==> src/keyboard_scan_code_decoder_macros.svh <==
// assertion macros for the scan code decoder
// expects clk_i and rst_ni in the scope where a macro is used
`ifndef KEYBOARD_SCAN_CODE_DECODER_MACROS_SVH
`define KEYBOARD_SCAN_CODE_DECODER_MACROS_SVH

// antecedent implies consequent in the same cycle
`define KSCD_ASSERT_IMPL(label, ante, cons, msg) \
  label: assert property (@(posedge clk_i) disable iff (!rst_ni) (ante) |-> (cons)) \
    else $error(msg);

// antecedent implies consequent in the next cycle
`define KSCD_ASSERT_NEXT(label, ante, cons, msg) \
  label: assert property (@(posedge clk_i) disable iff (!rst_ni) (ante) |=> (cons)) \
    else $error(msg);

`endif

==> src/kscd_pkg.sv <==
// types, constants and helpers for the set 1 scan code decoder
// no dependencies
package kscd_pkg;

  localparam int unsigned MaxHeld   = 5;
  localparam int unsigned HeldIdxW  = (MaxHeld > 1) ? $clog2(MaxHeld) : 1;
  localparam int unsigned HeldCntW  = $clog2(MaxHeld + 1);

  localparam logic [7:0] PrefixByte  = 8'hE0;
  localparam logic [7:0] ReleaseMask = 8'h80;
  localparam logic [7:0] CodeMask    = 8'h7F;
  localparam logic [7:0] ExtendAdd   = 8'h7F;

  localparam logic [7:0] CodeLShift = 8'h2A;
  localparam logic [7:0] CodeRShift = 8'h36;
  localparam logic [7:0] CodeLCtrl  = 8'h1D;
  localparam logic [7:0] CodeRCtrl  = 8'h9C;
  localparam logic [7:0] CodeLAlt   = 8'h38;
  localparam logic [7:0] CodeRAlt   = 8'hB7;

  localparam logic [2:0] ModShift = 3'b001;
  localparam logic [2:0] ModCtrl  = 3'b010;
  localparam logic [2:0] ModAlt   = 3'b100;
  localparam logic [2:0] ModNone  = 3'b000;

  localparam logic KindScan  = 1'b0;
  localparam logic KindFetch = 1'b1;

  typedef enum logic [1:0] {
    ST_IDLE,
    ST_SEARCH,
    ST_SHIFT,
    ST_DONE
  } kscd_state_e;

  function automatic logic [2:0] modifier_bit(input logic [7:0] code);
    logic [2:0] mod;
    case (code)
      CodeLShift, CodeRShift: mod = ModShift;
      CodeLCtrl,  CodeRCtrl:  mod = ModCtrl;
      CodeLAlt,   CodeRAlt:   mod = ModAlt;
      default:                mod = ModNone;
    endcase
    return mod;
  endfunction

endpackage

==> src/keyboard_scan_code_decoder.sv <==
// set 1 scan code decoder: top level with held-key list and search sequencer
// depends on kscd_pkg and keyboard_scan_code_decoder_macros.svh
//
// usage: the input channel (in_valid_i / in_stall_o) carries one transaction
// per keyboard byte (kind_i = 0) or per consumer fetch (kind_i = 1). every
// input transaction yields exactly one output transaction (out_valid_o /
// out_stall_i) that shows the decoder state after that item: pending key,
// modifiers, held count, prefix flag and fetched key.
// an item occupies the block from acceptance until its result is loaded into
// the output register; in_stall_o is high meanwhile. fetches, prefix bytes,
// modifier codes and presses of the fetched key go straight to the output
// step. other presses walk the held list through one shared 8-bit comparator,
// one entry a cycle. releases search and then shift later entries down one
// per cycle, the shift picking up where the search stopped. the held list
// is 5 entries deep (MaxHeld).
// the output register lets the next item start while a result still waits;
// if the receiver stalls, the finished item holds in its last step until the
// output register frees up.
// reset clears all control state, the modifiers, the pending key, the
// fetched key and the held count; list entries need no reset.
module keyboard_scan_code_decoder
  import kscd_pkg::*;
(
  input  logic        clk_i,
  input  logic        rst_ni,
  input  logic        in_valid_i,
  output logic        in_stall_o,
  input  logic        kind_i,
  input  logic [7:0]  scan_byte_i,
  output logic        out_valid_o,
  input  logic        out_stall_i,
  output logic        key_valid_o,
  output logic [10:0] key_code_o,
  output logic [2:0]  modifier_flags_o,
  output logic [2:0]  held_count_o,
  output logic        extend_armed_o,
  output logic [7:0]  fetched_key_o
);

  kscd_state_e state_q, state_d;

  logic [7:0]          held_q [MaxHeld];
  logic [7:0]          held_d [MaxHeld];
  logic [HeldCntW-1:0] held_total_q, held_total_d;
  logic [HeldCntW-1:0] idx_q, idx_d;
  logic [7:0]          code_q, code_d;
  logic                press_q, press_d;
  logic                extend_q, extend_d;
  logic [2:0]          mod_q, mod_d;
  logic                pend_valid_q, pend_valid_d;
  logic [10:0]         pend_code_q, pend_code_d;
  logic [7:0]          taken_q, taken_d;

  logic                out_valid_q, out_valid_d;
  logic                o_key_valid_q;
  logic [10:0]         o_key_code_q;
  logic [2:0]          o_mod_q;
  logic [HeldCntW-1:0] o_count_q;
  logic                o_extend_q;
  logic [7:0]          o_taken_q;
  logic                out_load;

  logic                in_accept;
  logic [7:0]          in_code;
  logic [2:0]          in_mod;
  logic [HeldCntW-1:0] rd_cnt;
  logic [HeldCntW:0]   idx_next;
  logic [7:0]          rd_data;
  logic                match;

  assign in_stall_o = (state_q != ST_IDLE);
  assign in_accept  = in_valid_i && !in_stall_o;

  // decoded code of the incoming byte, extended when a prefix is armed
  always_comb begin
    in_code = scan_byte_i & CodeMask;
    if (extend_q) begin
      in_code = in_code + ExtendAdd;
    end
    in_mod = modifier_bit(in_code);
  end

  // shared read port and comparator over the held list
  assign idx_next = {1'b0, idx_q} + 1'b1;
  assign rd_cnt   = (state_q == ST_SHIFT) ? idx_next[HeldCntW-1:0] : idx_q;
  always_comb begin
    rd_data = '0;
    if (rd_cnt < HeldCntW'(MaxHeld)) begin
      rd_data = held_q[rd_cnt[HeldIdxW-1:0]];
    end
  end
  assign match = (rd_data == code_q);

  always_comb begin
    state_d      = state_q;
    held_d       = held_q;
    held_total_d = held_total_q;
    idx_d        = idx_q;
    code_d       = code_q;
    press_d      = press_q;
    extend_d     = extend_q;
    mod_d        = mod_q;
    pend_valid_d = pend_valid_q;
    pend_code_d  = pend_code_q;
    taken_d      = taken_q;
    out_load     = 1'b0;

    case (state_q)
      ST_IDLE: begin
        if (in_accept) begin
          state_d = ST_DONE;
          if (kind_i == KindFetch) begin
            if (pend_valid_q) begin
              taken_d = pend_code_q[7:0];
            end
          end else if (scan_byte_i == PrefixByte) begin
            extend_d = 1'b1;
          end else begin
            extend_d = 1'b0;
            code_d   = in_code;
            press_d  = (scan_byte_i & ReleaseMask) == 8'h00;
            idx_d    = '0;
            if (in_mod != ModNone) begin
              if (press_d) begin
                mod_d = mod_q | in_mod;
              end else begin
                mod_d = mod_q & ~in_mod;
              end
            end else if (press_d) begin
              if (in_code == taken_q) begin
                pend_code_d  = {mod_q, in_code};
                pend_valid_d = 1'b1;
              end else begin
                state_d = ST_SEARCH;
              end
            end else begin
              if (pend_valid_q && pend_code_q[7:0] == in_code) begin
                pend_valid_d = 1'b0;
                taken_d      = '0;
              end
              state_d = ST_SEARCH;
            end
          end
        end
      end

      ST_SEARCH: begin
        if (idx_q == held_total_q) begin
          // end of list, code not held
          state_d = ST_DONE;
          if (press_q) begin
            taken_d = '0;
            if (held_total_q < HeldCntW'(MaxHeld)) begin
              held_d[held_total_q[HeldIdxW-1:0]] = code_q;
              held_total_d = held_total_q + 1'b1;
              pend_code_d  = {mod_q, code_q};
              pend_valid_d = 1'b1;
            end else begin
              pend_valid_d = 1'b0;
            end
          end
        end else if (match) begin
          state_d = press_q ? ST_DONE : ST_SHIFT;
        end else begin
          idx_d = idx_next[HeldCntW-1:0];
        end
      end

      ST_SHIFT: begin
        if (idx_next < {1'b0, held_total_q}) begin
          held_d[idx_q[HeldIdxW-1:0]] = rd_data;
          idx_d = idx_next[HeldCntW-1:0];
        end else begin
          held_total_d = held_total_q - 1'b1;
          state_d      = ST_DONE;
        end
      end

      ST_DONE: begin
        if (!out_valid_q || !out_stall_i) begin
          out_load = 1'b1;
          state_d  = ST_IDLE;
        end
      end

      default: state_d = ST_IDLE;
    endcase
  end

  always_comb begin
    out_valid_d = out_valid_q;
    if (out_load) begin
      out_valid_d = 1'b1;
    end else if (out_valid_q && !out_stall_i) begin
      out_valid_d = 1'b0;
    end
  end

  always_ff @(posedge clk_i or negedge rst_ni) begin
    if (!rst_ni) begin
      state_q      <= ST_IDLE;
      held_total_q <= '0;
      idx_q        <= '0;
      extend_q     <= 1'b0;
      mod_q        <= '0;
      pend_valid_q <= 1'b0;
      pend_code_q  <= '0;
      taken_q      <= '0;
      out_valid_q  <= 1'b0;
    end else begin
      state_q      <= state_d;
      held_total_q <= held_total_d;
      idx_q        <= idx_d;
      extend_q     <= extend_d;
      mod_q        <= mod_d;
      pend_valid_q <= pend_valid_d;
      pend_code_q  <= pend_code_d;
      taken_q      <= taken_d;
      out_valid_q  <= out_valid_d;
    end
  end

  always_ff @(posedge clk_i) begin
    held_q  <= held_d;
    code_q  <= code_d;
    press_q <= press_d;
    if (out_load) begin
      o_key_valid_q <= pend_valid_q;
      o_key_code_q  <= pend_valid_q ? pend_code_q : 11'd0;
      o_mod_q       <= mod_q;
      o_count_q     <= held_total_q;
      o_extend_q    <= extend_q;
      o_taken_q     <= taken_q;
    end
  end

  assign out_valid_o      = out_valid_q;
  assign key_valid_o      = o_key_valid_q;
  assign key_code_o       = o_key_code_q;
  assign modifier_flags_o = o_mod_q;
  assign held_count_o     = 3'(o_count_q);
  assign extend_armed_o   = o_extend_q;
  assign fetched_key_o    = o_taken_q;

`include "keyboard_scan_code_decoder_macros.svh"

  `KSCD_ASSERT_IMPL(a_total_bound, 1'b1, held_total_q <= HeldCntW'(MaxHeld), "held count overflow")
  `KSCD_ASSERT_IMPL(a_search_idx, state_q == ST_SEARCH, idx_q <= held_total_q, "scan index past list")
  `KSCD_ASSERT_IMPL(a_shift_idx, state_q == ST_SHIFT, idx_q < held_total_q, "shift outside list")
  `KSCD_ASSERT_NEXT(a_accept_busy, in_accept, state_q != ST_IDLE, "accepted item not started")
  `KSCD_ASSERT_IMPL(a_out_rise, $rose(out_valid_q), $past(state_q == ST_DONE), "result without item")

endmodule
==> config.mk <==
export PLATFORM = sky130hd
export DESIGN_NAME = keyboard_scan_code_decoder
export DESIGN_NICKNAME = d
export VERILOG_FILES = /design/src/kscd_pkg.sv /design/src/keyboard_scan_code_decoder.sv
export VERILOG_INCLUDE_DIRS = /design/src /design/src/src
export SDC_FILE = /design/constraint.sdc
export NUM_CORES = 1
export LEC_CHECK = 0
export BUFFER_PORTS_ARGS = -buffer_cell sky130_fd_sc_hd__buf_2
export CORE_ASPECT_RATIO = 1.75
export CORE_UTILIZATION = 55
export DETAILED_ROUTE_END_ITERATION = 8
export HOLD_SLACK_MARGIN = 0.05
export PLACE_DENSITY = 0.78
export SETUP_SLACK_MARGIN = 0.05
export SKIP_CTS_REPAIR_TIMING = 1
export SLEW_MARGIN = 20
export SYNTH_ARGS = -nofsm -noshare
export SYNTH_HDL_FRONTEND = slang
export SYNTH_SLANG_ARGS = --single-unit
==> constraint.sdc <==
create_clock -name clk_i -period 6.8 [get_ports clk_i]
set_input_delay 0.68 -clock clk_i [delete_from_list [all_inputs] [get_ports clk_i]]
set_output_delay 0.68 -clock clk_i [all_outputs]
set_load 0.05 [all_outputs]
Word level (Yosys, flattened, before mapping)

Index checks and enable logic that the tools add are counted.

Bits of input ports: 13
Register bits: 109

Multiplexer cells: 79
Add/sub/neg operators: 4
Order comparisons: 8
Reduce and logical (&&, ||, !) cells: 30
Bitwise operators: 8
Equal/unequal tests: 36

Operator list:

| cell                                                                  | number |
|---|---|
| 40-bit two-way mux                                                    | 4 |
| 8-bit two-way mux                                                     | 15 |
| 11-bit two-way mux                                                    | 9 |
| 40-bit bitwise mux                                                    | 2 |
| 40-bit case mux with 2 select lines                                   | 1 |
| 8-bit demux with 3-bit select                                         | 2 |
| 3-bit two-way mux                                                     | 12 |
| 2-bit != test, second input constant                                  | 13 |
| 8-bit binary-select mux with 3-bit select                             | 1 |
| 8-bit by 6-bit equality test with 1-bit output, second input constant | 3 |
| 8-bit equality test                                                   | 3 |
| 8-bit equality test, second input constant                            | 3 |
| 3-bit != test, second input constant                                  | 8 |
| 11-bit case mux with 2 select lines                                   | 1 |
| 2-bit two-way mux                                                     | 10 |
| 3-bit case mux with 3 select lines                                    | 2 |
| 9-bit AND reduction                                                   | 2 |
| 1-bit two-way mux                                                     | 16 |
| 8-bit case mux with 2 select lines                                    | 1 |
| 5-bit AND reduction                                                   | 3 |
| 4-bit >= comparator, second input constant                            | 3 |
| 3-bit NOT with 4-bit output                                           | 3 |
| 10-bit AND reduction                                                  | 1 |
| 7-bit by 7-bit adder with 8-bit output, second input constant         | 1 |
| other kinds (29)                                                      | 46 |

Logic depth before layout (Yosys ltp)

Depth in word-level cells: 11
Gate-level depth with buffers: 14
Depth with buffers taken out: 11

Least setup slack after synthesis

Ideal clock, no wire load.

Path type: input-to-reg
Start point: input scan_byte_i[0]
End point: register pend_code_q[10]
Path slack: 3.596 ns
Setup time: 0.125 ns
Data required time: 6.675 ns
Data arrival time: 3.079 ns
Path buffers: 3
Cell stages on the path: 13
Cells stage by stage: buf_2 inv_1 ha_1 buf_4 nor4bb_4 xnor2_2 o311a_1 nor3_1 nor3_2 a21oi_1 or3_4 buf_6 mux2_4

Word-level cells in the longest chain between the ends: 8
Elaborated cells on any way between the ends: 19

RTL lines:

| item                                                                         | line                              | source |
|---|---|---|
| from (decl)                                                                  | keyboard_scan_code_decoder.sv:29  | `input logic [7:0] scan_byte_i,` |
| 7-bit by 7-bit adder with 8-bit output                                       | keyboard_scan_code_decoder.sv:78  | `in_code = in_code + ExtendAdd;` |
| 8-bit two-way mux                                                            | keyboard_scan_code_decoder.sv:77  | `if (extend_q) begin` |
| 8-bit by 6-bit equality test with 1-bit output, or another cell as far along | kscd_pkg.sv:38                    | `case (code)` |
| 2-bit OR reduction                                                           | kscd_pkg.sv:38                    |  |
| 3-bit case mux with 3 select lines                                           | kscd_pkg.sv:38                    |  |
| 3-bit nonzero test                                                           | keyboard_scan_code_decoder.sv:123 | `if (in_mod != ModNone) begin` |
| 2-bit != test (no source line)                                               | -                                 |  |
| 10-bit AND reduction (no source line) (*)                                    | -                                 |  |
| to (signal assigned)                                                         | keyboard_scan_code_decoder.sv:217 | `pend_code_q <= pend_code_d;` |
| to (decl)                                                                    | keyboard_scan_code_decoder.sv:51  | `logic [10:0] pend_code_q, pend_code_d;` |

Every way passes the cells marked *; elsewhere a longest branch is shown, timed or not.
A chain may end at the register's enable or synchronous reset.

Worst setup path in the final report

Start point: register state_q[0]
End point: register idx_q[0]

Word-level cells in the longest chain between the ends: 10
Elaborated cells on any way between the ends: 23

RTL lines:

| item                                                 | line                                                                | source |
|---|---|---|
| from (decl)                                          | keyboard_scan_code_decoder.sv:40                                    | `kscd_state_e state_q, state_d;` |
| from (signal assigned)                               | keyboard_scan_code_decoder.sv:211                                   | `state_q <= state_d;` |
| 2-bit equality test                                  | keyboard_scan_code_decoder.sv:85, keyboard_scan_code_decoder.sv:108 |  |
| 3-bit two-way mux                                    | keyboard_scan_code_decoder.sv:85                                    | `assign rd_cnt = (state_q == ST_SHIFT) ? idx_next[HeldCntW-1:0] : idx_q;` |
| 3-bit NOT with 4-bit output (not written as such)    | keyboard_scan_code_decoder.sv:89                                    | `rd_data = held_q[rd_cnt[HeldIdxW-1:0]];` |
| 8-bit binary-select mux with 3-bit select            | keyboard_scan_code_decoder.sv:89                                    |  |
| 8-bit two-way mux (not written as such) (2 in a row) | keyboard_scan_code_decoder.sv:89                                    |  |
| 8-bit two-way mux                                    | keyboard_scan_code_decoder.sv:88                                    | `if (rd_cnt < HeldCntW'(MaxHeld)) begin` |
| 8-bit equality test                                  | keyboard_scan_code_decoder.sv:92                                    | `assign match = (rd_data == code_q);` |
| 2-bit != test (no source line)                       | -                                                                   |  |
| 7-bit AND reduction (no source line)                 | -                                                                   |  |
| to (signal assigned)                                 | keyboard_scan_code_decoder.sv:213                                   | `idx_q <= idx_d;` |
| to (decl)                                            | keyboard_scan_code_decoder.sv:45                                    | `logic [HeldCntW-1:0] idx_q, idx_d;` |

Parallel ways exist; a longest one is shown, timed or not. The select of a mux whose other input is x is not followed.

==> reports/metrics.yaml <==
sta:
  totalNegativeSetupSlack_ps: 0
  maxSlewHeadroom: 0.401
  rsz0062_at_grt: "no"
  fin_worst_skew_ps: 14.6
  setup_viol: 0
  tightest_slew_ps: 895
  slew_violations: 0
  period_share: 0.558
  layout_min_cycle_time_ps: 3790
  hold_violations: 0
  fmax_mhz: 264
clock_network:
  cts.path.max_buffers: 2
  path_clk_slew_ps: 80
  cts_sinks: 109
  cts_root_buffer: "clkbuf_16"
  clock_latency_ps: 370
  htree_levels: 3
  tritoncts: "built"
  cts_made_buffers: 9
synth:
  yosys_register_bits: 109
  synth_async_sr_flop_share: 0.303
  synthTopCellsByArea: "edfxtp_1, dfrtp_1, o22ai_1"
  synth_area_leader_cell: "edfxtp_1"
  synth_top_area_frac: 0.371
  yosysSeqAreaShare: 0.505
  yosys.cell_types.count: 70
  syn_inst: 547
  ys_top_cells_by_count: "edfxtp_1, nand2_1, o22ai_1"
  yosysMostFrequentCell: "edfxtp_1"
  synth.avg_cell_area_um2: 11.2
  synth_fp_nets: 571
  synth_area_um2: 6150
  synthFlopType: "edfxtp_1"
  yosysWarnings: 0
  synth_edf_count: 76
power_and_ir_drop:
  switching_power_uw: 1610
  clkPwrFrac: 0.156
  power_density_nw_per_um2: 508
  p_int_uw: 1820
  p_sw_frac: 0.468
  vdd.ir_drop.worst_mv: 0.361
  power_frac_comb: 0.514
  p_leak_uw: 0.00259
  seqPwrFrac: 0.330
die:
  coreArea_um2: 10800
  die_y_um: 142
  std_cell_rows: 50
  die_x_um: 82.0
  initial_core_util: 0.572
  io_pins: 42
  fp.dieArea_um2: 11600
finish:
  diodes: 0
  fin_util: 0.627
  layout.nets: 603
  syn2layout_area_growth_pct: 9.62
  drive_gt1_frac: 0.180
placed_design:
  gp_routability_congestion: 0.961
  dp_hpwl_mm: 12.0
  port_buffers: 41
critical_path:
  crit_path_max_fanout: 23
  start_kind: "flop"
  cp-end-kind: "flop"
  cp.required_ps: 7050
  worstPathArrival_ps: 4050
  worstSetupPathType: "flop to flop"
detailed_routing:
  routed_wl_mm: 16.6
  top_layer_used: "met4"
  wl_met3_mm: 1.02
  drtPass1Iterations: 7
  wl_per_cell_um: 23.2
  first_iter_violations: 767
  vias: 4833
  dr_wl_met2_mm: 8.99
  ant_nets: 0
  wl_met1_mm: 5.49
  viasPerCell: 6.77
  route.detailed.drc: 0
run:
  max_cap_violations: 0
global_routing:
  grt_max_degree: 41
  grt_pass1_vias: 4833
  grt_use_total: 0.308
  grt_pass1_wl_mm: 25.9
  grt_antenna_before_repair: 0
  overflow: 0
min_path:
  hold_path.class: "primary input to async pin"
run_status:
  status: "complete, no violations"
==> worst paths after layout <==
| check | from | to | slack (ps) | cells past startpoint |
|---|---|---|---|---|
| max reg2reg | state_q[0]$_DFFE_PN0P_ | idx_q[0]$_DFFE_PN0P_ | 3010 | 10 |
| min reg2reg | flop | modifier_flags_o[1]$_DFFE_PP_ | 490 | 0 |
| min | rst_ni | idx_q[2]$_DFFE_PN0P_ | 390 | 1 |
| max | state_q[0]$_DFFE_PN0P_ | idx_q[0]$_DFFE_PN0P_ | 3010 | 10 |
| max in group asynchronous | rst_ni | held_total_q[2]$_DFFE_PN0P_ | 5910 | 1 |
| min in group clk_i | flop | modifier_flags_o[1]$_DFFE_PP_ | 490 | 0 |
==> critical path, stage by stage, from the launching register on <==
cell	delay, ps
dfrtp_1	430
inv_1	130
ha_1	670
nor2b_1	640
a22oi_1	170
a32oi_1	480
nand2_1	120
and4_1	240
a41oi_2	230
o21a_1	230
mux2_1	340
==> area by class of cell <==
cell class / instances / area [um2]
timing repair buffer: 45 / 235
multi-input combinational: 388 / 2830
sequential: 109 / 3110
clock inverter: 7 / 81.3
clock buffer: 9 / 225
inverter: 26 / 97.6
fill: 873 / 4020
tap: 130 / 163
==> kinds of logic after synthesis <==
family,share of synthesized area
adders and majority gates,0.0236
muxes,0.0966
buffers and inverters,0.0358
DFF,0.505
and+or+nand+nor,0.129
xor gates and xnor gates,0.0537
AOI/OAI and AO/OA,0.156
==> registers in the layout, indices dropped and copies added (netlist names), 2 cells and up, named ones only <==
name	count
held_total_q	3
taken_q	8
modifier_flags_o	3
code_q	8
pend_code_q	11
key_code_o	11
fetched_key_o	8
held_q	40
state_q	2
idx_q	3
held_count_o	3
==> per-stage QoR <==
| stage | setup WS, ps | hold WS, ps | instances | total power (uW) | area, um2 |
|---|---|---|---|---|---|
| 6_report | 3010 | 387 | 714 | 3430 | 6740 |
| 5_1_grt | 2800 | 440 | 714 | 3580 | 6740 |
| 4_1_cts | 3080 | 402 | 714 | 3390 | 6740 |
| 3_5_place_dp | 3060 | 476 | 698 | 2850 | 6440 |
| 3_3_place_gp | 3200 | 474 | 698 | 2800 | 6430 |
| 2_1_floorplan | 3600 | 384 | 547 | 2400 | 6150 |
==> power groups by stage <==
stage | logic (uW) | registers, uW | clock network [uW]
3_5_place_dp | 1710 | 1140 | 0
6_report | 1760 | 1130 | 536
4_1_cts | 1720 | 1130 | 540
2_1_floorplan | 1100 | 1290 | 0
5_1_grt | 1870 | 1150 | 560
3_3_place_gp | 1670 | 1130 | 0
==> routing by layer <==
metal | global-route usage | vias up
met4 | 0.195 | 0
met3 | 0.0502 | 73
met5 | 0 | -
met2 | 0.539 | 274
li1 | - | 2139
met1 | 0.333 | 2347
==> cell usage in the layout, fill, tap and decap left out, types with 5 or more instances in the layout <==
cell / n
and3_1: 8
nand2_1: 46
a211oi_1: 5
mux2_4: 10
nand3_1: 17
mux2i_1: 23
a22o_1: 11
inv_1: 21
o21ai_0: 25
ha_1: 10
nor2_1: 24
mux2_2: 15
xor2_1: 10
a21oi_1: 19
buf_2: 41
xnor2_1: 24
and2_1: 12
a31oi_1: 7
o22ai_1: 42
dfrtp_1: 33
edfxtp_1: 76
clkbuf_16: 9
nor3_1: 9
Note: power is estimated with default switching activity, not from simulation.
